===== src/rtl/astol_pkg.sv =====
// Shared types and constants of the grid-indexed A* open-list table.
package astol_pkg;

   localparam int COORD_W = 4;
   localparam int ORDER_W = 8;
   localparam int G_W     = 10;
   localparam int H_W     = 5;
   localparam int F_W     = 11;
   localparam int COUNT_W = 9;
   localparam int OP_W    = 3;
   localparam int STAT_W  = 2;
   localparam int CSR_IDX_W = 4;

   localparam logic [COUNT_W-1:0] MAX_ENTRIES = 9'd256;
   localparam logic [G_W-1:0]     G_MAX       = 10'd1023;

   // Operation codes.
   localparam logic [OP_W-1:0] OP_CLEAR   = 3'd0;
   localparam logic [OP_W-1:0] OP_INSERT  = 3'd1;
   localparam logic [OP_W-1:0] OP_REMOVE  = 3'd2;
   localparam logic [OP_W-1:0] OP_LOOKUP  = 3'd3;
   localparam logic [OP_W-1:0] OP_REVERSE = 3'd4;

   // Status codes.
   localparam logic [STAT_W-1:0] ST_DONE     = 2'd0;
   localparam logic [STAT_W-1:0] ST_NOTFOUND = 2'd1;
   localparam logic [STAT_W-1:0] ST_REJECT   = 2'd2;

   // Configuration register indexes.
   localparam logic [CSR_IDX_W-1:0] REG_GOAL_X = 4'd0;
   localparam logic [CSR_IDX_W-1:0] REG_GOAL_Y = 4'd1;

   // One open-list entry as it travels around the ring.
   typedef struct packed {
      logic               valid;
      logic [ORDER_W-1:0] order;
      logic [G_W-1:0]     g;
      logic [H_W-1:0]     h;
      logic [F_W-1:0]     f;
      logic [COORD_W-1:0] parent_y;
      logic [COORD_W-1:0] parent_x;
   } entry_type;

   typedef enum logic [1:0] {
      S_IDLE,
      S_SCAN,
      S_FLUSH
   } state_type;

endpackage


===== src/rtl/astol_cell.sv =====
// One storage cell of the entry ring.
module astol_cell (
   input  logic                 clock,
   input  logic                 reset,
   input  logic                 shift,
   input  astol_pkg::entry_type d,
   output astol_pkg::entry_type q
);

   logic                 valid_ff;
   astol_pkg::entry_type data_ff;

   // The valid mark is control state and clears at reset.
   always_ff @(posedge clock) begin
      if (reset) begin
         valid_ff <= 1'b0;
      end else if (shift) begin
         valid_ff <= d.valid;
      end
   end

   // Payload moves with the ring and needs no reset.
   always_ff @(posedge clock) begin
      if (shift) begin
         data_ff <= d;
      end
   end

   always_comb begin
      q       = data_ff;
      q.valid = valid_ff;
   end

endmodule


===== config.mk =====
export PLATFORM = sky130hd
export DESIGN_NAME = astol_cell
export DESIGN_NICKNAME = d
export VERILOG_FILES = /design/src/rtl/astol_pkg.sv /design/src/rtl/astol_cell.sv
export SDC_FILE = /design/constraint.sdc
export NUM_CORES = 1
export LEC_CHECK = 0
export ABC_AREA = 1
export BUFFER_PORTS_ARGS = -buffer_cell sky130_fd_sc_hd__buf_4
export CAP_MARGIN = 25
export CORE_UTILIZATION = 36
export DETAILED_ROUTE_END_ITERATION = 12
export GPL_TIMING_DRIVEN = 0
export PLACE_DENSITY = 0.81
export SYNTH_ARGS = -nofsm -noshare
export SYNTH_HDL_FRONTEND = slang
export SYNTH_SLANG_ARGS = --single-unit
export TNS_END_PERCENT = 30

===== constraint.sdc =====
create_clock -name clock -period 0.8 [get_ports clock]
set_input_delay 0.04 -clock clock [delete_from_list [all_inputs] [get_ports clock]]
set_output_delay 0.04 -clock clock [all_outputs]
set_load 0.03 [all_outputs]

==> results of run 1 <==
==> metrics by stage <==
stage / setup TNS, ns / total power [mW]
after global routing: -7.64 / 4.97
after global placement: -1.11 / 3.59
final: -5.28 / 4.78
after floorplan: 0 / 3.14
after CTS: -6.26 / 4.82
after detailed placement: -2.37 / 3.61
==> timing repair <==
action / in CTS / in global routing
hold endpoints to repair: 43 / 0
endpoints found under the setup margin: 43 / 43
hold buffers: 43 / 0
gates resized for setup: 45 / 0
cloned: 0 / 0
buffers inserted: 0 / 1
==> cell usage after synthesis, drive strengths merged <==
cell / instances / share of area
buf: 1 / 0.0057
nor2: 2 / 0.0076
nand2: 2 / 0.0057
inv: 2 / 0.0057
dfxtp: 1 / 0.015
edfxtp: 42 / 0.96
==> worst paths after layout <==
check,startpoint,endpoint
worst max register to register,valid_ff,valid_ff
worst max-delay path,q[40],q[40]
worst min-delay path,d[42],valid_ff
worst min register to register,valid_ff,valid_ff
==> routing by layer <==
| metal | vias up | global-route usage | part of all wire |
|---|---|---|---|
| met2 | 63 | 0.296 | 0.54 |
| met5 | - | 0 | 0 |
| met1 | 459 | 0.163 | 0.34 |
| li1 | 465 | - | - |
| met4 | 0 | 0.0727 | 0.026 |
| met3 | 9 | 0.0858 | 0.092 |
==> power by group <==
group / switching, mW / leakage, nW / internal (mW)
combinational: 0.528 / 0.681 / 0.589
clock: 0.597 / 0.0285 / 0.312
sequential: 0.0795 / 0.420 / 2.67
==> layout make-up <==
class	count	area (um^2)	area share
well taps	46	57.6	0.0215
repair buffers	132	1260	0.472
flip-flops and latches	43	1280	0.480
inverters	2	7.51	0.00281
multi-input cells	4	17.5	0.00656
clock buffers	5	37.5	0.0141
clock inverters	2	8.76	0.00328
==> cell families after synthesis <==
group / Yosys count
DFF: 43
and+or+nand+nor: 4
buffers and inverters: 3
==> sequential cells by signal (all words and copies together), names as in the netlist <==
| name | cells |
|---|---|
| q | 42 |
| valid_ff | 1 |
==> key figures, run 1 <==
Outcome
  • Run status: finished, violations left
  • Failing checks: negative setup slack

STA
  • Setup Viol. Count Final: 43
  • Min Tclk post-route: 0.974 ns
  • Slew HR: 0.649
  • Fmax achieved: 1030 MHz
  • Worst slew pin tran: 0.526 ns
  • Final hold vios: 0
  • Setup slack after layout: -0.174 ns
  • Post-route clock period utilization: 1.22
  • RSZ-0062 raised after global routing: yes
  • Final Skew: 0 ns
  • Hold slack: around 0.034 ns
  • Final Slew Violations: 0

Finish
  • Antenna Cells: 0
  • Core Util, Final: 0.782
  • Layout Nets: 234
  • Most frequent cells in the layout: buf_4, dlygate4sd3_1, buf_6
  • Layout Cell Area excl Fill: 2670 um^2
  • Most common cell after layout, fill and taps aside: buf_4
  • Share of cells above drive strength 1: 0.516
  • Final cell count without fillers: 234
  • Fill count: about 180
  • Synth-to-layout area growth: 103%

Clock network
  • Clk root buf: clkbuf_4
  • TritonCTS clock tree: built
  • Clk buf depth: 2
  • H-Tree Depth: 2
  • Clock Latency Late Sink: 0.33 ns
  • CTS Buf Count: 5
  • Reg clk slew, reported paths: 0.11 ns
  • Clock sinks: 43

Global routing
  • GRT Overall Usage: 0.168
  • Global-route wire length before repair: 4.66 mm
  • Vias in the first global route: 1,001
  • Largest net degree at the start of global routing: 45
  • Initial antenna violation count: 0
  • Grt ovf: 0

Logic synthesis
  • Synthesized cell area: around 1300 um^2
  • YS warnings: 0
  • Avg Inst Size Synth: 26.3 um^2
  • Post-Synth XOR/XNOR Area: 0
  • Adder-Cell Fraction of Synth Area: 0
  • Simple-gate share of the synthesized area: 0.0133
  • Post-synthesis cell type count: 7
  • Syn_nets: 96
  • Sequential fraction of the synthesis area: 0.975
  • Register bit count reported by yosys: 43
  • Synth Instances: 50
  • Main combinational cell family by area after synthesis: simple AND/OR/NAND/NOR gates
  • Mux cell area share after synthesis: 0
  • Complex-gate fraction of the synthesized area: 0

Setup path
  • Worst Setup Start Kind: flip-flop
  • CP Class: flip-flop to output port
  • Crit end category: output port
  • R2R setup slack: 0.05 ns
  • Delay of the slowest cell on the worst path: 0.43 ns
  • Critical path depth: 1
  • Critical path data arrival time: 0.93 ns
  • Crit-path cells: buf_6
  • WP buf/inv: 1
  • Required @ worst endpoint: ~0.76 ns
  • Crit-path max FO: 1
  • Crit-path leading delay family: flip-flops
  • Reg2reg path depth: 3
  • Cell at the slowest stage of the critical path: edfxtp_1

Flow run
  • Max-Cap Viols: 0

Detailed routing
  • TritonRoute pass-1 iters: 4
  • Post-DR vias/cell: 4.26
  • Average wire per standard cell: approximately 13 um
  • Vias: 996
  • Antenna-violating nets left: 0
  • Total wire length: ~3.1 mm
  • Initial DRC count: 33
  • DRC Markers: 0

Die
  • Initial Util: 0.385
  • Die Y: 62.4 um
  • IO Pins: 89
  • Die area: 3900 um^2
  • Row count: 21
  • Die W: 62.4 um
  • Core area: 3420 um^2

Min path
  • Worst hold path type: primary input to flip-flop
  • Worst Hold Depth: 5

Place
  • RD Place Congestion: 0.640
  • DP Area: 2030 um^2
  • Post-DP HPWL: 1.69 mm
  • Worst slack at placement: -0.0624 ns
  • Placed cells: 184
  • IO buf count: 88

Pwr
  • VDD IR max: 1.29 mV
  • Pwr dens: 1790 nW/um^2
  • Leakage: roughly 1.1 nW
Note: power is estimated with default switching activity, not from simulation.
==> run 2: changes to the inputs <==
--- a/config.mk
+++ b/config.mk
@@ -12,6 +12,7 @@
 export DETAILED_ROUTE_END_ITERATION = 12
 export GPL_TIMING_DRIVEN = 0
 export PLACE_DENSITY = 0.81
+export SETUP_SLACK_MARGIN = 0.1
 export SYNTH_ARGS = -nofsm -noshare
 export SYNTH_HDL_FRONTEND = slang
 export SYNTH_SLANG_ARGS = --single-unit
==> run 2 against run 1 <==
Against the previous run: the run still ends with negative setup slack left; highest routed layer unchanged; global-route usage unchanged; via count decreased by 0.70%; cell area increased by 0.70%; non-clock buffer count increased by 1; first-iteration DRC count decreased by 6.1%; total power increased by 0.28%.
==> key figures, run 2 (same netlist as run 1, synthesis figures left out) <==
Clock network
  • Clock sinks: 43 (unchanged)
  • TritonCTS clock tree: built (unchanged)
  • Reg clk slew, reported paths: 0.11 ns (about the same)
  • CTS Buf Count: 5 (unchanged)
  • Clock Latency Late Sink: 0.33 ns (about the same)
  • H-Tree Depth: 2 (unchanged)
  • Clk buf depth: 2 (unchanged)
  • Clk root buf: clkbuf_4 (unchanged)

Die
  • Initial Util: 0.385 (unchanged)
  • Row count: 21 (unchanged)
  • Die W: 62.4 um (unchanged)
  • Die Y: 62.4 um (unchanged)
  • Core area: 3420 um^2 (unchanged)
  • Die area: 3900 um^2 (unchanged)
  • IO Pins: 89 (unchanged)

Detailed routing
  • Initial DRC count: 31 (was 33)
  • Average wire per standard cell: 13.2 um (about the same)
  • TritonRoute pass-1 iters: 4 (unchanged)
  • Post-DR vias/cell: 4.21 (was 4.26)
  • Antenna-violating nets left: 0 (unchanged)
  • Total wire length: 3.11 mm (was 3.09 mm)
  • Vias: 989 (was 996)
  • DRC Markers: 0 (unchanged)

Min path
  • Worst Hold Depth: 5 (unchanged)
  • Worst hold path type: primary input to flip-flop (unchanged)

Setup path
  • Crit-path max FO: 1 (unchanged)
  • Reg2reg path depth: 3 (unchanged)
  • Delay of the slowest cell on the worst path: 0.43 ns (about the same)
  • Worst Setup Start Kind: flip-flop (unchanged)
  • R2R setup slack: 0.12 ns (was 0.05 ns)
  • Required @ worst endpoint: 0.76 ns (about the same)
  • Worst r2r dst: valid_ff (unchanged)
  • Critical path depth: 1 (unchanged)
  • CP Class: flip-flop to output port (unchanged)
  • Crit end category: output port (unchanged)
  • Crit-path cells: buf_6 (unchanged)
  • Worst R2R Start: valid_ff (unchanged)
  • Setup crit end: q[40] (unchanged)
  • Cell at the slowest stage of the critical path: edfxtp_1 (unchanged)
  • Crit-path leading delay family: flip-flops (unchanged)
  • CP startpoint: q[40] (unchanged)
  • WP buf/inv: 1 (unchanged)
  • Critical path data arrival time: 0.93 ns (about the same)

STA
  • Hold slack: 0.0424 ns (was 0.0340 ns)
  • Final Skew: 0 ns (unchanged)
  • Final hold vios: 0 (unchanged)
  • Setup Viol. Count Final: 43 (unchanged)
  • Min Tclk post-route: 0.973 ns (was 0.974 ns)
  • Fmax achieved: 1030 MHz (about the same)
  • Slew HR: 0.642 (was 0.649)
  • Post-route clock period utilization: 1.22 (about the same)
  • Worst slew pin tran: 0.538 ns (was 0.526 ns)
  • Setup slack after layout: -0.173 ns (was -0.174 ns)
  • Final Slew Violations: 0 (unchanged)
  • RSZ-0062 raised after global routing: yes (unchanged)

Pwr
  • Seq pwr share: 0.574 (was 0.576)
  • Switching part of the total: 0.252 (about the same)
  • Total power: 4.79 mW (was 4.78 mW)
  • NetSw: 1.21 mW (was 1.20 mW)
  • Logic pwr share: 0.236 (was 0.234)
  • Leakage: 1.14 nW (was 1.13 nW)
  • VDD IR max: 1.27 mV (was 1.29 mV)
  • Internal power: 3.58 mW (was 3.57 mW)
  • Pwr dens: 1780 nW/um^2 (was 1790 nW/um^2)
  • Clock share of power: 0.190 (about the same)

Finish
  • Layout Nets: 235 (was 234)
  • Synth-to-layout area growth: 105% (was 103%)
  • Max FFs per register: 42 (unchanged)
  • Most frequent cells in the layout: buf_4, buf_6, dlygate4sd3_1 (was buf_4, dlygate4sd3_1, buf_6)
  • Fill count: 180 (was 184)
  • Share of cells above drive strength 1: 0.524 (was 0.516)
  • Antenna Cells: 0 (unchanged)
  • Most common cell after layout, fill and taps aside: buf_4 (unchanged)

Place
  • IO buf count: 88 (unchanged)
  • Post-DP HPWL: 1.69 mm (unchanged)
  • RD Place Congestion: 0.640 (unchanged)

Global routing
  • Global-route wire length before repair: 4.66 mm (unchanged)
  • GRT Overall Usage: 0.168 (unchanged)
  • Grt ovf: 0 (unchanged)
  • Initial antenna violation count: 0 (unchanged)
  • Largest net degree at the start of global routing: 45 (unchanged)
  • Vias in the first global route: 1,001 (unchanged)

Outcome
  • Run status: finished, violations left (unchanged)
  • Failing checks: negative setup slack (unchanged)

Flow run
  • Max-Cap Viols: 0 (unchanged)
-- run 2: cell types whose count changed in the layout (fill, tap and decap cells not counted), sizes merged --
cell  previous run  this run
buf             89        90
-- run 2: worst min-delay path by stage --
stage,endpoint,slack (ns),startpoint
floorplan,q[0],0.14,d[0]
global placement,q[6],0.22,d[6]
detailed placement,q[30],0.22,d[30]
CTS,valid_ff,0.02,d[42]
global route,valid_ff,0.03,d[42]
finish,valid_ff,0.04,d[42]
-- run 2: metal layers --
metal / track usage / wire [um] / vias to the layer above
met5: 0 / 0 / -
met2: 0.296 / 1670 / 63
met3: 0.0858 / 278 / 9
met1: 0.163 / 1080 / 450
li1: - / - / 467
met4: 0.0727 / 80 / 0
-- run 2: final cells by class --
cell class | count | area (um^2) | area share
clock inverter | 2 | 8.76 | 0.00326
sequential | 43 | 1280 | 0.477
buffer | 1 | 11.3 | 0.00419
clock buffer | 5 | 37.5 | 0.0140
inverter | 2 | 7.51 | 0.00279
tap | 46 | 57.6 | 0.0214
timing repair buffer | 132 | 1260 | 0.468
multi-input combinational | 4 | 25.0 | 0.00930
-- run 2: stage by stage --
step	utilization	setup WS (ns)	TNS, ns	cells	area (um^2)
2_1_floorplan	-	0.243	0	50	1310
3_3_place_gp	0.595	-0.0278	-1.11	184	2030
3_5_place_dp	0.595	-0.0624	-2.37	184	2030
4_1_cts	0.783	-0.184	-6.26	234	2680
5_1_grt	0.788	-0.228	-7.73	235	2690
6_report	0.788	-0.173	-5.35	235	2690
-- run 2: what timing repair did --
| item | CTS | global route |
|---|---|---|
| buffers inserted | 0 | 1 |
| pin swaps | 0 | 2 |
| endpoints found under the hold margin | 43 | 0 |
| gates cloned | 0 | 0 |
| resized for setup | 45 | 2 |
| endpoints found under the setup margin | 43 | 43 |
| hold buffers | 43 | 0 |
-- run 2: tightest hold or removal path: stages --
cell and delay, ns:
buf_4 0.11, inv_1 0.04, nand2_1 0.05, nand2_1 0.07, nor2_2 0.04
-- run 2: power by group through the flow --
stage	registers, mW	clock network [mW]	logic, mW
2_1_floorplan	3.12	0	0.0205
3_3_place_gp	2.76	0	0.831
3_5_place_dp	2.77	0	0.842
4_1_cts	2.75	0.959	1.11
5_1_grt	2.77	1.04	1.17
6_report	2.75	0.909	1.13
==> run 3: changes to the inputs <==
--- a/config.mk
+++ b/config.mk
@@ -8,10 +8,10 @@
 export ABC_AREA = 1
 export BUFFER_PORTS_ARGS = -buffer_cell sky130_fd_sc_hd__buf_4
 export CAP_MARGIN = 25
-export CORE_UTILIZATION = 36
+export CORE_UTILIZATION = 37
 export DETAILED_ROUTE_END_ITERATION = 12
 export GPL_TIMING_DRIVEN = 0
-export PLACE_DENSITY = 0.81
+export PLACE_DENSITY = 0.8
 export SETUP_SLACK_MARGIN = 0.1
 export SYNTH_ARGS = -nofsm -noshare
 export SYNTH_HDL_FRONTEND = slang
==> constraint.sdc (replaced) <==
create_clock -name clock -period 0.95 [get_ports clock]
set_input_delay 0.0475 -clock clock [delete_from_list [all_inputs] [get_ports clock]]
set_output_delay 0.0475 -clock clock [all_outputs]
set_load 0.03 [all_outputs]
==> run 3 against run 2 <==
Against the previous run: the run still ends with negative setup slack left; critical path depth did not move; final cell count rose by 0.85%; worst setup slack improved by 0.11 ns; sequential share of layout area fell by 0.66 points; clock-buffer cell count did not move; sequential power fell by 15%; critical endpoint is now q[13].
==> key figures, run 3 (same netlist as run 1, synthesis figures left out) <==
Die
  • IO Pins: 89 (unchanged)
  • Die W: 61.6 um (was 62.4 um)
  • Row count: 21 (unchanged)
  • Die area: 3790 um^2 (was 3900 um^2)
  • Core area: 3360 um^2 (was 3420 um^2)
  • Die Y: 61.6 um (was 62.4 um)
  • Initial Util: 0.391 (was 0.385)

Detailed routing
  • Antenna-violating nets left: 0 (unchanged)
  • Vias: 1,052 (was 989)
  • Total wire length: 4.25 mm (was 3.11 mm)
  • Average wire per standard cell: 17.9 um (was 13.2 um)
  • Post-DR vias/cell: 4.44 (was 4.21)
  • TritonRoute pass-1 iters: 4 (unchanged)
  • Initial DRC count: 19 (was 31)
  • DRC Markers: 0 (unchanged)

Global routing
  • Initial antenna violation count: 0 (unchanged)
  • Vias in the first global route: 1,160 (was 1,001)
  • Global-route wire length before repair: 5.91 mm (was 4.66 mm)
  • Grt ovf: 0 (unchanged)
  • Largest net degree at the start of global routing: 45 (unchanged)
  • GRT Overall Usage: 0.242 (was 0.168)

Outcome
  • Run status: finished, violations left (unchanged)
  • Failing checks: negative setup slack (unchanged)

Setup path
  • Cell at the slowest stage of the critical path: edfxtp_1 (unchanged)
  • Critical path data arrival time: 0.96 ns (was 0.93 ns)
  • Crit-path max FO: 1 (unchanged)
  • CP Class: flip-flop to output port (unchanged)
  • Crit end category: output port (unchanged)
  • Crit-path cells: buf_6 (unchanged)
  • Required @ worst endpoint: 0.90 ns (was 0.76 ns)
  • Worst Setup Start Kind: flip-flop (unchanged)
  • Delay of the slowest cell on the worst path: 0.44 ns (was 0.43 ns)
  • Crit-path leading delay family: flip-flops (unchanged)
  • WP buf/inv: 1 (unchanged)

Pwr
  • VDD IR max: 1.36 mV (was 1.27 mV)
  • Pwr dens: 1630 nW/um^2 (was 1780 nW/um^2)
  • Leakage: 1.16 nW (was 1.14 nW)

STA
  • Slew HR: 0.646 (was 0.642)
  • Final Skew: 0 ns (unchanged)
  • Worst slew pin tran: 0.532 ns (was 0.538 ns)
  • Final Slew Violations: 0 (unchanged)
  • Min Tclk post-route: ~1 ns
  • Final hold vios: 0 (unchanged)
  • Fmax achieved: 989 MHz
  • Post-route clock period utilization: 1.06
  • Setup Viol. Count Final: 34 (was 43)
  • Setup slack after layout: -0.0608 ns (was -0.173 ns)
  • RSZ-0062 raised after global routing: yes (unchanged)

Clock network
  • Clock sinks: 43 (unchanged)
  • H-Tree Depth: 2 (unchanged)
  • Clk root buf: clkbuf_4 (unchanged)
  • Reg clk slew, reported paths: 0.13 ns (was 0.11 ns)
  • CTS Buf Count: 5 (unchanged)
  • Clk buf depth: 2 (unchanged)
  • TritonCTS clock tree: built (unchanged)
  • Clock Latency Late Sink: 0.36 ns (was 0.33 ns)

Finish
  • Layout Nets: 236 (was 235)
  • Share of cells above drive strength 1: 0.524 (about the same)
  • Final cell count without fillers: 237 (was 235)
  • Most frequent cells in the layout: buf_4, buf_6, dlygate4sd3_1 (unchanged)
  • Max FFs per register: 42 (unchanged)
  • Synth-to-layout area growth: 108% (was 105%)
  • Antenna Cells: 0 (unchanged)
  • Most common cell after layout, fill and taps aside: buf_4 (unchanged)

Place
  • Worst slack at placement: 0.0761 ns (was -0.0624 ns)
  • RD Place Congestion: 0.680 (was 0.640)
  • Placed cells: 184 (unchanged)
  • IO buf count: 88 (unchanged)

Flow run
  • Max-Cap Viols: 0 (unchanged)

Min path
  • Worst hold path type: primary input to flip-flop (unchanged)
run 3: cell count changes in the layout (fill, tap and decap cells not counted):
cell | previous run | this run
dlygate4sd3_1 | 43 | 44
clkinv_4 | 0 | 1
bufinv_16 | 0 | 1
nor2_4 | 1 | 0
clkinv_1 | 1 | 0
nor2_1 | 0 | 1
run 3: final timing paths:
kind	start	depth (start not counted)	slack, ns	end
max reg2reg	valid_ff	3	0.17	valid_ff
min	shift	1	0.20	q[6]
min reg2reg	valid_ff	3	0.65	valid_ff
max	q[13]	1	-0.06	q[13]
run 3: layout make-up:
class,count,area (um^2)
plain buffers,1,11.3
clock inverters,3,43.8
well taps,46,57.6
clock buffers,5,37.5
multi-input cells,4,17.5
fillers,174,636
repair buffers,133,1270
inverters,2,7.51
flip-flops and latches,43,1280
run 3: report_power, final:
group	total, mW	switching [mW]	internal (mW)	leakage (nW)
combinational	0.973	0.469	0.504	0.692
sequential	2.33	0.0836	2.25	0.420
clock	1.14	0.589	0.554	0.0452
total	4.45	1.14	3.31	1.16
run 3: timing repair:
action                     in CTS  in global routing
setup endpoints to repair      43                 43
hold buffers                   44                  0
gates resized for setup        45                  0
cloned                          0                  0
hold endpoints to repair       43                  0
buffers inserted                0                  1
pin swaps                       0                  0
run 3: per-layer routing:
metal / vias up / share of wire / global-route usage / wire, um
met2: 78 / 0.51 / 0.395 / 2160
li1: 473 / - / - / -
met3: 7 / 0.11 / 0.116 / 456
met1: 494 / 0.37 / 0.284 / 1580
met5: - / 0 / 0 / 0
met4: 0 / 0.014 / 0.0762 / 58
run 3: through the flow:
stage / utilization / cell area (um^2) / TNS, ns / hold slack (ns) / total power, mW
3_3_place_gp: 0.604 / 2030 / 0 / 0.225 / 3.02
4_1_cts: 0.809 / 2720 / -0.692 / 0.195 / 4.42
3_5_place_dp: 0.604 / 2030 / 0 / 0.227 / 3.04
6_report: 0.811 / 2730 / -0.942 / 0.195 / 4.45
5_1_grt: 0.811 / 2730 / -2.64 / 0.185 / 4.59
2_1_floorplan: - / 1310 / 0 / 0.146 / 2.65
