`src/rtl/astol_pkg.sv`:
```
// Shared types and constants of the grid-indexed A* open-list table.
package astol_pkg;

   localparam int COORD_W = 4;
   localparam int ORDER_W = 8;
   localparam int G_W     = 10;
   localparam int H_W     = 5;
   localparam int F_W     = 11;
   localparam int COUNT_W = 9;
   localparam int OP_W    = 3;
   localparam int STAT_W  = 2;
   localparam int CSR_IDX_W = 4;

   localparam logic [COUNT_W-1:0] MAX_ENTRIES = 9'd256;
   localparam logic [G_W-1:0]     G_MAX       = 10'd1023;

   // Operation codes.
   localparam logic [OP_W-1:0] OP_CLEAR   = 3'd0;
   localparam logic [OP_W-1:0] OP_INSERT  = 3'd1;
   localparam logic [OP_W-1:0] OP_REMOVE  = 3'd2;
   localparam logic [OP_W-1:0] OP_LOOKUP  = 3'd3;
   localparam logic [OP_W-1:0] OP_REVERSE = 3'd4;

   // Status codes.
   localparam logic [STAT_W-1:0] ST_DONE     = 2'd0;
   localparam logic [STAT_W-1:0] ST_NOTFOUND = 2'd1;
   localparam logic [STAT_W-1:0] ST_REJECT   = 2'd2;

   // Configuration register indexes.
   localparam logic [CSR_IDX_W-1:0] REG_GOAL_X = 4'd0;
   localparam logic [CSR_IDX_W-1:0] REG_GOAL_Y = 4'd1;

   // One open-list entry as it travels around the ring.
   typedef struct packed {
      logic               valid;
      logic [ORDER_W-1:0] order;
      logic [G_W-1:0]     g;
      logic [H_W-1:0]     h;
      logic [F_W-1:0]     f;
      logic [COORD_W-1:0] parent_y;
      logic [COORD_W-1:0] parent_x;
   } entry_type;

   typedef enum logic [1:0] {
      S_IDLE,
      S_SCAN,
      S_FLUSH
   } state_type;

endpackage

```
`src/rtl/astol_req_if.sv`:
```
// Request channel: one operation word.
interface astol_req_if;
   logic                              valid;
   logic                              ready;
   logic [astol_pkg::OP_W-1:0]        opcode;
   logic [astol_pkg::COORD_W-1:0]     cell_x;
   logic [astol_pkg::COORD_W-1:0]     cell_y;
   logic [astol_pkg::COORD_W-1:0]     parent_x;
   logic [astol_pkg::COORD_W-1:0]     parent_y;
   logic [astol_pkg::G_W-1:0]         parent_g;
   logic [astol_pkg::ORDER_W-1:0]     order_index;

   modport source (output valid, opcode, cell_x, cell_y, parent_x, parent_y, parent_g,
                   order_index, input ready);
   modport sink (input valid, opcode, cell_x, cell_y, parent_x, parent_y, parent_g,
                 order_index, output ready);
endinterface

```
`src/rtl/astol_rsp_if.sv`:
```
// Response channel: one result word per operation.
interface astol_rsp_if;
   logic                          valid;
   logic                          ready;
   logic [astol_pkg::STAT_W-1:0]  status;
   logic [astol_pkg::COORD_W-1:0] out_x;
   logic [astol_pkg::COORD_W-1:0] out_y;
   logic [astol_pkg::G_W-1:0]     out_g;
   logic [astol_pkg::H_W-1:0]     out_h;
   logic [astol_pkg::F_W-1:0]     out_f;
   logic [astol_pkg::ORDER_W-1:0] out_order;
   logic [astol_pkg::COORD_W-1:0] out_parent_x;
   logic [astol_pkg::COORD_W-1:0] out_parent_y;
   logic [astol_pkg::COUNT_W-1:0] count;

   modport source (output valid, status, out_x, out_y, out_g, out_h, out_f, out_order,
                   out_parent_x, out_parent_y, count, input ready);
   modport sink (input valid, status, out_x, out_y, out_g, out_h, out_f, out_order,
                 out_parent_x, out_parent_y, count, output ready);
endinterface

```
`src/rtl/astol_csr_if.sv`:
```
// Configuration write channel.
interface astol_csr_if;
   logic                            valid;
   logic                            ready;
   logic [astol_pkg::CSR_IDX_W-1:0] index;
   logic [astol_pkg::COORD_W-1:0]   data;

   modport source (output valid, index, data, input ready);
   modport sink (input valid, index, data, output ready);
endinterface

```
`src/rtl/astol_ctrl.sv`:
```
// Sequencer and head-of-ring processing for the open-list table.
module astol_ctrl #(
   parameter int GRID_WIDTH  = 16,
   parameter int GRID_HEIGHT = 16
) (
   input  logic                 clock,
   input  logic                 reset,
   astol_req_if.sink            req,
   astol_rsp_if.source          rsp,
   astol_csr_if.sink            csr,
   input  astol_pkg::entry_type head_q,
   output astol_pkg::entry_type tail_d,
   output logic                 shift
);

   localparam int XW = $clog2(GRID_WIDTH);
   localparam int YW = $clog2(GRID_HEIGHT);

   astol_pkg::state_type state_ff, state_in;

   logic [astol_pkg::OP_W-1:0]    op_ff;
   logic [astol_pkg::COORD_W-1:0] cx_ff, cy_ff, px_ff, py_ff;
   logic [astol_pkg::G_W-1:0]     pg_ff;
   logic [astol_pkg::ORDER_W-1:0] want_ff;
   logic [astol_pkg::COORD_W-1:0] goal_x_ff, goal_y_ff;
   logic [XW-1:0]                 x_ff;
   logic [YW-1:0]                 y_ff;
   logic                          pass_ff;
   logic                          found_ff;
   logic [astol_pkg::COUNT_W-1:0] count_ff, count_in;
   logic [astol_pkg::ORDER_W-1:0] gone_ff;
   logic [astol_pkg::STAT_W-1:0]  res_status_ff, cap_status;
   astol_pkg::entry_type          res_entry_ff, cap_entry;
   logic [astol_pkg::COORD_W-1:0] res_x_ff, res_y_ff;
   logic                          rsp_valid_ff;
   astol_pkg::entry_type          rsp_entry_ff;
   logic [astol_pkg::STAT_W-1:0]  rsp_status_ff;
   logic [astol_pkg::COORD_W-1:0] rsp_x_ff, rsp_y_ff;
   logic [astol_pkg::COUNT_W-1:0] rsp_count_ff;

   logic req_fire, in_grid, quick, at_cell, last, cap_en, load_rsp, next_pass;
   logic [astol_pkg::G_W-1:0]     new_g;
   logic [astol_pkg::H_W-1:0]     new_h;
   logic [astol_pkg::COORD_W-1:0] dx, dy;

   assign req_fire = req.valid && req.ready;
   assign in_grid  = (32'(req.cell_x) < GRID_WIDTH) && (32'(req.cell_y) < GRID_HEIGHT);
   // Out-of-grid inserts and removes and unknown codes answer without a pass.
   assign quick = (req.opcode > astol_pkg::OP_REVERSE)
                  || (((req.opcode == astol_pkg::OP_INSERT)
                      || (req.opcode == astol_pkg::OP_REMOVE)) && !in_grid);
   assign at_cell = (7'(x_ff) == 7'(cx_ff)) && (7'(y_ff) == 7'(cy_ff));
   assign last    = (x_ff == XW'(GRID_WIDTH - 1)) && (y_ff == YW'(GRID_HEIGHT - 1));
   // A remove that hits needs a second pass, even when the hit is the last cell.
   assign next_pass = (op_ff == astol_pkg::OP_REMOVE) && !pass_ff && (found_ff || cap_en);

   // Costs of a new entry.
   assign new_g = (pg_ff == astol_pkg::G_MAX) ? astol_pkg::G_MAX : pg_ff + 1'b1;
   assign dx    = (goal_x_ff > cx_ff) ? goal_x_ff - cx_ff : cx_ff - goal_x_ff;
   assign dy    = (goal_y_ff > cy_ff) ? goal_y_ff - cy_ff : cy_ff - goal_y_ff;
   assign new_h = 5'(dx) + 5'(dy);

   // Next state.
   always_comb begin
      state_in = state_ff;
      unique case (state_ff)
         astol_pkg::S_IDLE: begin
            if (req_fire) state_in = quick ? astol_pkg::S_FLUSH : astol_pkg::S_SCAN;
         end
         astol_pkg::S_SCAN: begin
            if (last && !next_pass) state_in = astol_pkg::S_FLUSH;
         end
         astol_pkg::S_FLUSH: begin
            if (!rsp_valid_ff || rsp.ready) state_in = astol_pkg::S_IDLE;
         end
         default: state_in = astol_pkg::S_IDLE;
      endcase
   end

   // State outputs.
   always_comb begin
      req.ready = 1'b0;
      shift     = 1'b0;
      load_rsp  = 1'b0;
      unique case (state_ff)
         astol_pkg::S_IDLE:  req.ready = 1'b1;
         astol_pkg::S_SCAN:  shift = 1'b1;
         astol_pkg::S_FLUSH: load_rsp = !rsp_valid_ff || rsp.ready;
         default: ;
      endcase
   end

   // Work on the entry passing the head of the ring.
   always_comb begin
      tail_d     = head_q;
      cap_en     = 1'b0;
      cap_entry  = head_q;
      cap_status = astol_pkg::ST_DONE;
      count_in   = count_ff;
      case (op_ff)
         astol_pkg::OP_CLEAR: tail_d.valid = 1'b0;
         astol_pkg::OP_INSERT: begin
            if (at_cell) begin
               cap_en = 1'b1;
               if (head_q.valid) begin
                  cap_status = astol_pkg::ST_REJECT;
               end else if (count_ff >= astol_pkg::MAX_ENTRIES) begin
                  cap_status = astol_pkg::ST_REJECT;
                  cap_entry  = '0;
               end else begin
                  tail_d.valid    = 1'b1;
                  tail_d.order    = count_ff[astol_pkg::ORDER_W-1:0];
                  tail_d.g        = new_g;
                  tail_d.h        = new_h;
                  tail_d.f        = 11'(new_g) + 11'(new_h);
                  tail_d.parent_x = px_ff;
                  tail_d.parent_y = py_ff;
                  cap_entry       = tail_d;
                  count_in        = count_ff + 1'b1;
               end
            end
         end
         astol_pkg::OP_REMOVE: begin
            if (!pass_ff) begin
               cap_en = at_cell && head_q.valid;
            end else begin
               if (head_q.valid && head_q.order > gone_ff) tail_d.order = head_q.order - 1'b1;
               if (at_cell) tail_d.valid = 1'b0;
            end
         end
         astol_pkg::OP_LOOKUP: begin
            cap_en = head_q.valid && (head_q.order == want_ff) && !found_ff;
         end
         astol_pkg::OP_REVERSE: begin
            if (head_q.valid && (9'(head_q.order) < count_ff)) begin
               tail_d.order = 8'(count_ff - 9'd1 - 9'(head_q.order));
            end
         end
         default: ;
      endcase
   end

   // Control registers.
   always_ff @(posedge clock) begin
      if (reset) begin
         state_ff     <= astol_pkg::S_IDLE;
         count_ff     <= '0;
         rsp_valid_ff <= 1'b0;
         goal_x_ff    <= '0;
         goal_y_ff    <= '0;
      end else begin
         state_ff <= state_in;
         if (csr.valid && csr.ready) begin
            if (csr.index == astol_pkg::REG_GOAL_X) goal_x_ff <= csr.data;
            if (csr.index == astol_pkg::REG_GOAL_Y) goal_y_ff <= csr.data;
         end
         if (req_fire && req.opcode == astol_pkg::OP_CLEAR) begin
            count_ff <= '0;
         end else if (shift) begin
            if (last && op_ff == astol_pkg::OP_REMOVE && pass_ff) count_ff <= count_ff - 1'b1;
            else count_ff <= count_in;
         end
         if (load_rsp) rsp_valid_ff <= 1'b1;
         else if (rsp.ready) rsp_valid_ff <= 1'b0;
      end
   end

   // Request word, scan position and gathered result.
   always_ff @(posedge clock) begin
      if (req_fire) begin
         op_ff    <= req.opcode;
         cx_ff    <= req.cell_x;
         cy_ff    <= req.cell_y;
         px_ff    <= req.parent_x;
         py_ff    <= req.parent_y;
         pg_ff    <= req.parent_g;
         want_ff  <= req.order_index;
         x_ff     <= '0;
         y_ff     <= '0;
         pass_ff  <= 1'b0;
         found_ff <= 1'b0;
         res_entry_ff <= '0;
         res_x_ff <= '0;
         res_y_ff <= '0;
         res_status_ff <= (req.opcode == astol_pkg::OP_CLEAR
                           || req.opcode == astol_pkg::OP_REVERSE)
                          ? astol_pkg::ST_DONE : astol_pkg::ST_NOTFOUND;
      end else if (shift) begin
         if (x_ff == XW'(GRID_WIDTH - 1)) begin
            x_ff <= '0;
            y_ff <= last ? '0 : y_ff + 1'b1;
         end else begin
            x_ff <= x_ff + 1'b1;
         end
         if (last) pass_ff <= 1'b1;
         if (cap_en) begin
            found_ff      <= 1'b1;
            gone_ff       <= head_q.order;
            res_entry_ff  <= cap_entry;
            res_status_ff <= cap_status;
            res_x_ff      <= 4'(x_ff);
            res_y_ff      <= 4'(y_ff);
            if (cap_status == astol_pkg::ST_REJECT && !head_q.valid) begin
               res_x_ff <= '0;
               res_y_ff <= '0;
            end
         end
      end
   end

   // Output register.
   always_ff @(posedge clock) begin
      if (load_rsp) begin
         rsp_status_ff <= res_status_ff;
         rsp_entry_ff  <= res_entry_ff;
         rsp_x_ff      <= res_x_ff;
         rsp_y_ff      <= res_y_ff;
         rsp_count_ff  <= count_ff;
      end
   end

   assign csr.ready        = 1'b1;
   assign rsp.valid        = rsp_valid_ff;
   assign rsp.status       = rsp_status_ff;
   assign rsp.out_x        = rsp_x_ff;
   assign rsp.out_y        = rsp_y_ff;
   assign rsp.out_g        = rsp_entry_ff.g;
   assign rsp.out_h        = rsp_entry_ff.h;
   assign rsp.out_f        = rsp_entry_ff.f;
   assign rsp.out_order    = rsp_entry_ff.order;
   assign rsp.out_parent_x = rsp_entry_ff.parent_x;
   assign rsp.out_parent_y = rsp_entry_ff.parent_y;
   assign rsp.count        = rsp_count_ff;

endmodule

```
`src/flat_wrapper.sv`:
```
// flat-port wrapper written by rule: the top's interface ports become plain ports
module astol_ctrl_flat 
#(
   parameter int GRID_WIDTH  = 16,
   parameter int GRID_HEIGHT = 16
)
  (clock, reset, head_q, tail_d, shift, req_valid, req_opcode, req_cell_x, req_cell_y, req_parent_x, req_parent_y, req_parent_g, req_order_index, req_ready, rsp_valid, rsp_status, rsp_out_x, rsp_out_y, rsp_out_g, rsp_out_h, rsp_out_f, rsp_out_order, rsp_out_parent_x, rsp_out_parent_y, rsp_count, rsp_ready, csr_valid, csr_index, csr_data, csr_ready);
  astol_req_if req_i ();
  astol_rsp_if rsp_i ();
  astol_csr_if csr_i ();
  input  logic clock;
  input  logic reset;
  input  astol_pkg::entry_type head_q;
  output astol_pkg::entry_type tail_d;
  output logic shift;
  input wire logic [$bits(req_i.valid)-1:0] req_valid;
  input wire logic [$bits(req_i.opcode)-1:0] req_opcode;
  input wire logic [$bits(req_i.cell_x)-1:0] req_cell_x;
  input wire logic [$bits(req_i.cell_y)-1:0] req_cell_y;
  input wire logic [$bits(req_i.parent_x)-1:0] req_parent_x;
  input wire logic [$bits(req_i.parent_y)-1:0] req_parent_y;
  input wire logic [$bits(req_i.parent_g)-1:0] req_parent_g;
  input wire logic [$bits(req_i.order_index)-1:0] req_order_index;
  output wire logic [$bits(req_i.ready)-1:0] req_ready;
  output wire logic [$bits(rsp_i.valid)-1:0] rsp_valid;
  output wire logic [$bits(rsp_i.status)-1:0] rsp_status;
  output wire logic [$bits(rsp_i.out_x)-1:0] rsp_out_x;
  output wire logic [$bits(rsp_i.out_y)-1:0] rsp_out_y;
  output wire logic [$bits(rsp_i.out_g)-1:0] rsp_out_g;
  output wire logic [$bits(rsp_i.out_h)-1:0] rsp_out_h;
  output wire logic [$bits(rsp_i.out_f)-1:0] rsp_out_f;
  output wire logic [$bits(rsp_i.out_order)-1:0] rsp_out_order;
  output wire logic [$bits(rsp_i.out_parent_x)-1:0] rsp_out_parent_x;
  output wire logic [$bits(rsp_i.out_parent_y)-1:0] rsp_out_parent_y;
  output wire logic [$bits(rsp_i.count)-1:0] rsp_count;
  input wire logic [$bits(rsp_i.ready)-1:0] rsp_ready;
  input wire logic [$bits(csr_i.valid)-1:0] csr_valid;
  input wire logic [$bits(csr_i.index)-1:0] csr_index;
  input wire logic [$bits(csr_i.data)-1:0] csr_data;
  output wire logic [$bits(csr_i.ready)-1:0] csr_ready;
  assign req_i.valid = req_valid;
  assign req_i.opcode = req_opcode;
  assign req_i.cell_x = req_cell_x;
  assign req_i.cell_y = req_cell_y;
  assign req_i.parent_x = req_parent_x;
  assign req_i.parent_y = req_parent_y;
  assign req_i.parent_g = req_parent_g;
  assign req_i.order_index = req_order_index;
  assign req_ready = req_i.ready;
  assign rsp_valid = rsp_i.valid;
  assign rsp_status = rsp_i.status;
  assign rsp_out_x = rsp_i.out_x;
  assign rsp_out_y = rsp_i.out_y;
  assign rsp_out_g = rsp_i.out_g;
  assign rsp_out_h = rsp_i.out_h;
  assign rsp_out_f = rsp_i.out_f;
  assign rsp_out_order = rsp_i.out_order;
  assign rsp_out_parent_x = rsp_i.out_parent_x;
  assign rsp_out_parent_y = rsp_i.out_parent_y;
  assign rsp_count = rsp_i.count;
  assign rsp_i.ready = rsp_ready;
  assign csr_i.valid = csr_valid;
  assign csr_i.index = csr_index;
  assign csr_i.data = csr_data;
  assign csr_ready = csr_i.ready;
  astol_ctrl #(.GRID_WIDTH(GRID_WIDTH), .GRID_HEIGHT(GRID_HEIGHT)) u_core (.clock(clock), .reset(reset), .req(req_i), .rsp(rsp_i), .csr(csr_i), .head_q(head_q), .tail_d(tail_d), .shift(shift));
endmodule
```
`config.mk`:
```
export PLATFORM = sky130hd
export DESIGN_NAME = astol_ctrl_flat
export DESIGN_NICKNAME = d
export VERILOG_FILES = /design/src/rtl/astol_pkg.sv /design/src/rtl/astol_req_if.sv /design/src/rtl/astol_rsp_if.sv /design/src/rtl/astol_csr_if.sv /design/src/rtl/astol_ctrl.sv /design/src/flat_wrapper.sv
export SDC_FILE = /design/constraint.sdc
export NUM_CORES = 1
export LEC_CHECK = 0
export ABC_CLOCK_PERIOD_IN_PS = 3700
export BUFFER_PORTS_ARGS = -buffer_cell sky130_fd_sc_hd__buf_2
export CAP_MARGIN = 40
export CORE_MARGIN = 4
export CORE_UTILIZATION = 30
export DETAILED_ROUTE_END_ITERATION = 12
export GPL_TIMING_DRIVEN = 0
export SLEW_MARGIN = 5
export SYNTH_ARGS = -nofsm -noshare
export SYNTH_HDL_FRONTEND = slang
export SYNTH_SLANG_ARGS = --single-unit
```
`constraint.sdc`:
```
create_clock -name clock -period 3.7 [get_ports clock]
set_input_delay 0.185 -clock clock [delete_from_list [all_inputs] [get_ports clock]]
set_output_delay 0.185 -clock clock [all_outputs]
set_load 0.01 [all_outputs]
```
==> impl_metrics.env, run 1 <==
export IMPL_rows=65
export IMPL_dr_wl_met2_um=14460
export IMPL_finalSetupViolations=17
export IMPL_slowest_stage="fa_2"
export IMPL_routabilityCongestion=0.8720
export IMPL_met3_length_um=1789
export IMPL_post_place_ws_ns=-0.5964
export IMPL_synth_most_common_cell="nand2_1"
export IMPL_final_layout_size_suffix_gt1_share_pct=27.82
export IMPL_dr_pass1_iters=7
export IMPL_syn_area_mm2=0.009702
export IMPL_grt_antenna_before_repair=5
export IMPL_die_w_um=187.8
export IMPL_path_clk_slew_ns=0.07
export IMPL_netlist_area_leader_share_pct=33.43
export IMPL_die_area_mm2=0.03528
export IMPL_pin_count=201
export IMPL_yosysSeqAreaShare_pct=49.94
export IMPL_post_route_min_period_ns=4.518
export IMPL_setup_ws_ns=-0.8179
export IMPL_outcome="finished, violations left"
export IMPL_routed_wl_um=31090
export IMPL_grt_start_max_net_pins=27
export IMPL_violations="setup timing"
export IMPL_cp_arrival_ns=4.33
export IMPL_startpoint="u_core.cy_ff[0]"
export IMPL_power_density_mw_per_mm2=429.4
export IMPL_area_growth_synth_to_final_pct=33.66
export IMPL_path_cells="ha_2 -> inv_2 -> fa_2 -> a21o_1 -> a21oi_2 -> a41oi_2 -> mux2_4 -> fa_2 -> ha_4 -> a211oi_2 -> o21bai_1 -> a21oi_2 -> xor2_1 -> nor2_2 -> a21o_1 -> buf_2"
export IMPL_htreeDepth=4
export IMPL_fp_dieH_um=187.8
export IMPL_slew_viol_final=0
export IMPL_core_mm2=0.03172
export IMPL_finalHoldViolCount=0
export IMPL_grt_pass1_vias=8269
export IMPL_start_util_pct=30.59
export IMPL_maxUsedRoutingLayer="met5"
export IMPL_ys_flop_type="edfxtp_1"
export IMPL_yosysWarnings=0
export IMPL_ys_top_cells_by_area="edfxtp_1 33%, dfxtp_1 17%, ha_1 6.7%, nand2_1 5.1%, nor2_1 3.3%"
export IMPL_numCtsBuffers=17
export IMPL_avgViaCountPerCell=5.076
export IMPL_slowest_delay_ns=0.63
export IMPL_ant_nets=0
export IMPL_grt_pass1_wl_um=47320
export IMPL_rsz0062_at_grt="true"
export IMPL_r2r_slack_ns=-0.28
export IMPL_crit_path_start_kind="flop"
export IMPL_clk_latency_ns=0.44
export IMPL_synth_cell_types=65
export IMPL_skew_ns=0.02064
export IMPL_r2r_end="u_core.res_entry_ff[15]"
export IMPL_crit_family="adder cells"
export IMPL_track_usage_pct=17.18
export IMPL_cts_sinks=188
export IMPL_finalCritPeriodShare_pct=122.1
export IMPL_path_max_fanout=3
export IMPL_r2r_start="u_core.cy_ff[0]"
export IMPL_worstSetupPathType="flop to output pin"
export IMPL_min_from="head_q[41]"
export IMPL_reg2reg_depth=17
export IMPL_min_path_type="input pin to flop"
export IMPL_port_buffers=199
export IMPL_async_flop_share_pct=0
export IMPL_end_kind="output pin"
export IMPL_max_cap_violations=0
export IMPL_clockBufferDepth=2
export IMPL_dp_hpwl_um=23670
export IMPL_cts_tree="done"
export IMPL_tightest_slew_ns=0.8947
export IMPL_final_nets=1397
export IMPL_hold_end="u_core.gone_ff[7]"
export IMPL_avgSynthCellArea_um2=10.15
export IMPL_cts_root_buf="clkbuf_16"
export IMPL_max_freq_mhz=221.3
export IMPL_required_ns=3.51
export IMPL_slew_limit_headroom_pct=39.90
export IMPL_critical_path_buf_inv_count=2
export IMPL_final_util_pct=40.88
export IMPL_synth_seq_cells=188
export IMPL_ir_drop_mv=0.2725
export IMPL_wire_per_inst_um=18.69
export IMPL_min_path_cells=1
export IMPL_synth_common_cells="131 x nand2_1, 108 x edfxtp_1, 85 x nor2_1, 80 x dfxtp_1, 52 x ha_1"
export IMPL_drc=0
export IMPL_drt_iter0_markers=523
export IMPL_wl_met1_um=13750
export IMPL_overflow=0
export IMPL_syn_num_nets=1108
export IMPL_synth_edf_count=108
export IMPL_leakage_nw=5.292
export IMPL_post_synth_top_area_cell="edfxtp_1"
export IMPL_netlist_instances=956
export IMPL_whs_ns=0.01879
export IMPL_via_count=8442
-- logic make-up (layout without fill, tap and decap cells) --
group,count (synthesis),in the layout,synth area share [%]
compound gates,214,214,15.09
xor+xnor,53,53,4.785
fa+ha+maj,59,59,8.151
buf+inv,98,400,3.921
flops,188,188,49.94
mux,26,26,2.760
other cells,1,4,0.03865
simple gates,317,317,15.32
-- cells in the final DEF, fill, tap and decap left out, types with 20 or more instances in the layout --
cell,synthesis,final
buf_2,7,204
nand2_1,131,126
edfxtp_1,108,108
nor2_1,85,82
dfxtp_1,80,77
inv_1,49,47
o21ai_0,50,45
ha_1,52,43
dlygate4sd3_1,0,42
clkbuf_1,34,32
a21oi_1,32,26
xor2_1,27,25
a221oi_1,27,24
buf_4,1,21
a21o_1,20,20
xnor2_1,26,20
-- stage by stage --
stage	area [µm²]	power [mW]	setup TNS, ns	std cells
final	12970	5.569	-7.098	1663
after global routing	12970	5.796	-10.16	1663
after CTS	12690	5.383	-6.723	1656
after detailed placement	11360	3.278	-5.462	1562
after global placement	11270	3.258	-104.89	1557
after floorplan	9769	2.933	0	956
-- area by class of cell --
cell class / instances / area [µm²]
fill: 3100 / 18750
multi-input combinational: 670 / 4900
sequential: 188 / 4851
timing repair buffer: 272 / 1749
tap: 402 / 503.0
clock buffer: 20 / 436.7
buffer: 47 / 196.4
inverter: 49 / 183.9
clock inverter: 12 / 140.1
antenna: 3 / 7.507
-- routing by layer --
| metal | vias up | GRT usage, % |
|---|---|---|
| li1 | 4054 | - |
| met1 | 4043 | 22.79 |
| met2 | 281 | 27.47 |
| met3 | 60 | 3.462 |
| met4 | 4 | 7.143 |
| met5 | - | 0 |
-- flip-flops by register name (all words and copies together) (netlist names), 5 cells and up --
| signal | count |
|---|---|
| u_core.res_entry_ff | 42 |
| u_core.want_ff | 8 |
| u_core.rsp.out_g | 10 |
| u_core.count_ff | 9 |
| u_core.rsp.out_order | 8 |
| u_core.rsp.count | 9 |
| u_core.rsp.out_h | 5 |
| u_core.rsp.out_f | 11 |
| u_core.pg_ff | 10 |
| u_core.gone_ff | 8 |
-- where the power goes --
part / internal [mW] / total (mW) / switching, mW
clock: 1.01 / 1.83 / 0.828
combinational: 0.668 / 1.39 / 0.721
sequential: 2.30 / 2.35 / 0.0463
-- timing repair --
| action | 4_1_cts | 5_1_grt |
|---|---|---|
| hold buffers | 42 | 0 |
| cloned | 0 | 0 |
| endpoints found under the hold margin | 44 | 0 |
| setup endpoints to repair | 39 | 30 |
| pin swaps | 35 | 31 |
| buffers inserted | 20 | 12 |
| gates resized for setup | 34 | 46 |
-- how the worst max path moves through the flow --
stage                                       to  depth (start not counted)
finish                              tail_d[13]                         16
detailed placement                  tail_d[17]                         19
global placement    u_core.rsp.out_parent_y[2]                          2
CTS                                 tail_d[17]                         19
global route                        tail_d[17]                         19
floorplan                           tail_d[17]                         18
No activity file was read; power rests on OpenSTA's default activity.
==> run 2, diff against run 1 <==
Settings changed: CTS_CLUSTER_SIZE set to 30, PLACE_DENSITY_LB_ADDON set to 0.15.
==> run 2 against run 1 <==
The flow still finishes with violations (setup timing). Largest power group unchanged. Largest cell class is now sequential cells. Power shrank 0.35%. Final cell count grew 0.36%. Critical path depth grew 3.
==> impl_metrics.env, run 2 (synthesis gave the netlist of run 1 again) <==
export IMPL_area_growth_synth_to_final_pct=33.93
export IMPL_drt_iter0_markers=440
export IMPL_cts_root_buf="clkbuf_16"
export IMPL_avgViaCountPerCell=4.928
export IMPL_rows=65
export IMPL_die_w_um=187.8
export IMPL_cts_tree="done"
export IMPL_worstSetupPathType="flop to output pin"
export IMPL_ant_nets=0
export IMPL_min_from="head_q[38]"
export IMPL_path_max_fanout=3
export IMPL_setup_tns_ns=-6.411
export IMPL_cts_sinks=188
export IMPL_min_path_cells=1
export IMPL_min_path_type="input pin to flop"
export IMPL_r2r_end="u_core.res_entry_ff[17]"
export IMPL_finalSetupViolations=18
export IMPL_clk_latency_ns=0.44
export IMPL_slew_viol_final=0
export IMPL_slew_limit_headroom_pct=37.40
export IMPL_whs_ns=0.01581
export IMPL_grt_start_max_net_pins=34
export IMPL_grt_antenna_before_repair=4
export IMPL_outcome="finished, violations left"
export IMPL_routabilityCongestion=0.8462
export IMPL_cp_arrival_ns=4.33
export IMPL_dp_hpwl_um=24240
export IMPL_r2r_slack_ns=-0.21
export IMPL_routed_wl_um=31470
export IMPL_dr_pass1_iters=5
export IMPL_tightest_slew_ns=0.9318
export IMPL_num_fill_cells=3154
export IMPL_mostFrequentLayoutCell="buf_2"
export IMPL_final_layout_size_suffix_gt1_share_pct=27.91
export IMPL_clockBufferDepth=2
export IMPL_wire_per_inst_um=18.86
export IMPL_setup_ws_ns=-0.8104
export IMPL_final_nets=1404
export IMPL_pin_count=201
export IMPL_drc=0
export IMPL_port_buffers=199
export IMPL_core_mm2=0.03172
export IMPL_final_util_pct=40.97
export IMPL_end_kind="output pin"
export IMPL_hold_end="u_core.gone_ff[4]"
export IMPL_post_place_ws_ns=-0.6904
export IMPL_regMostFlops="u_core.res_entry_ff"
export IMPL_instances_no_fill=1669
export IMPL_use_met2_pct=29.15
export IMPL_place_inst=1562
export IMPL_post_route_min_period_ns=4.510
export IMPL_grt_pass1_wl_um=48340
export IMPL_leakage_nw=5.334
export IMPL_finalCritPeriodShare_pct=121.9
export IMPL_grt_pass1_vias=8297
export IMPL_overflow=0
export IMPL_ir_drop_mv=0.2795
export IMPL_numCtsBuffers=17
export IMPL_busiest_layer="met2"
export IMPL_use_met1_pct=23.54
export IMPL_violations="setup timing"
export IMPL_start_util_pct=30.59
export IMPL_max_cap_violations=0
export IMPL_crit_path_start_kind="flop"
export IMPL_die_area_mm2=0.03528
export IMPL_rsz0062_at_grt="true"
export IMPL_power_density_mw_per_mm2=427.1
export IMPL_via_count=8224
export IMPL_met3_usage_pct=3.723
export IMPL_max_freq_mhz=221.7
export IMPL_largest_reg_flops=42
export IMPL_skew_ns=0.01159
export IMPL_track_usage_pct=17.72
export IMPL_reg2reg_depth=19
export IMPL_path_clk_slew_ns=0.08
export IMPL_finalHoldViolCount=0
export IMPL_r2r_start="u_core.cy_ff[0]"
export IMPL_htreeDepth=4
export IMPL_fp_dieH_um=187.8
export IMPL_layout_common_cells="203 x buf_2, 127 x nand2_1, 108 x edfxtp_1"
export IMPL_required_ns=3.51
run 2: routing by layer:
| layer | vias up | routed length [µm] | part of all wire (%) |
|---|---|---|---|
| li1 | 4073 | - | - |
| met1 | 3903 | 14500 | 46 |
| met2 | 208 | 14970 | 48 |
| met3 | 36 | 1360 | 4.3 |
| met4 | 4 | 617 | 2.0 |
| met5 | - | 24 | 0.076 |
run 2: how the worst max path moves through the flow:
stage / start / cells after the start / slack [ns] / to
2_1_floorplan: u_core.cy_ff[0] / 18 / 0.005 / tail_d[17]
3_3_place_gp: u_core.state_ff[0] / 2 / -1.98 / u_core.rsp.out_f[2]
3_5_place_dp: u_core.cy_ff[1] / 18 / -0.69 / tail_d[17]
4_1_cts: u_core.cx_ff[0] / 19 / -0.79 / tail_d[17]
5_1_grt: u_core.cy_ff[0] / 19 / -1.07 / tail_d[17]
6_report: u_core.cy_ff[0] / 19 / -0.81 / tail_d[17]
run 2: worst max-delay path, cell delays in order (launching register included):
cell and delay [ns]:
edfxtp_1 0.38, ha_2 0.18, inv_2 0.04, fa_2 0.36, a21o_1 0.20, a21oi_2 0.14
a41oi_2 0.08, buf_4 0.19, mux2i_2 0.19, xor2_1 0.18, ha_1 0.29, xnor2_2 0.16
ha_1 0.31, o21ai_1 0.07, o21bai_1 0.16, a21oi_2 0.10, nor4_2 0.22, xor2_1 0.32
o21ai_2 0.12, buf_2 0.17
run 2: layout make-up:
| class | instances | area, µm² | area share [%] |
|---|---|---|---|
| Buffer | 48 | 200.2 | 1.541 |
| Antenna cell | 2 | 5.005 | 0.03852 |
| Multi-Input combinational cell | 670 | 4847 | 37.30 |
| Clock buffer | 17 | 425.4 | 3.274 |
| Clock inverter | 15 | 178.9 | 1.377 |
| Sequential cell | 188 | 4848 | 37.31 |
| Timing Repair Buffer | 278 | 1802 | 13.87 |
| Tap cell | 402 | 503.0 | 3.871 |
| Inverter | 49 | 183.9 | 1.416 |
run 2: timing repair:
action                                 CTS  global route
endpoints found under the hold margin   46             0
pin swaps                               42            23
buffers inserted                        21            14
setup endpoints to repair               41            43
gates resized for setup                 44            34
hold buffers                            43             0
run 2: power breakdown:
| group | leakage (nW) | switching, mW | internal (mW) |
|---|---|---|---|
| clock network | 0.285 | 0.915 | 0.969 |
| registers | 1.63 | 0.0496 | 2.30 |
| logic | 3.42 | 0.674 | 0.642 |
| total | 5.33 | 1.64 | 3.91 |
run 2: metrics by stage:
stage	cell area (µm²)	power (mW)
finish	12990	5.549
CTS	12770	5.519
detailed placement	11350	3.279
floorplan	9769	2.933
global placement	11270	3.268
global route	12990	5.804
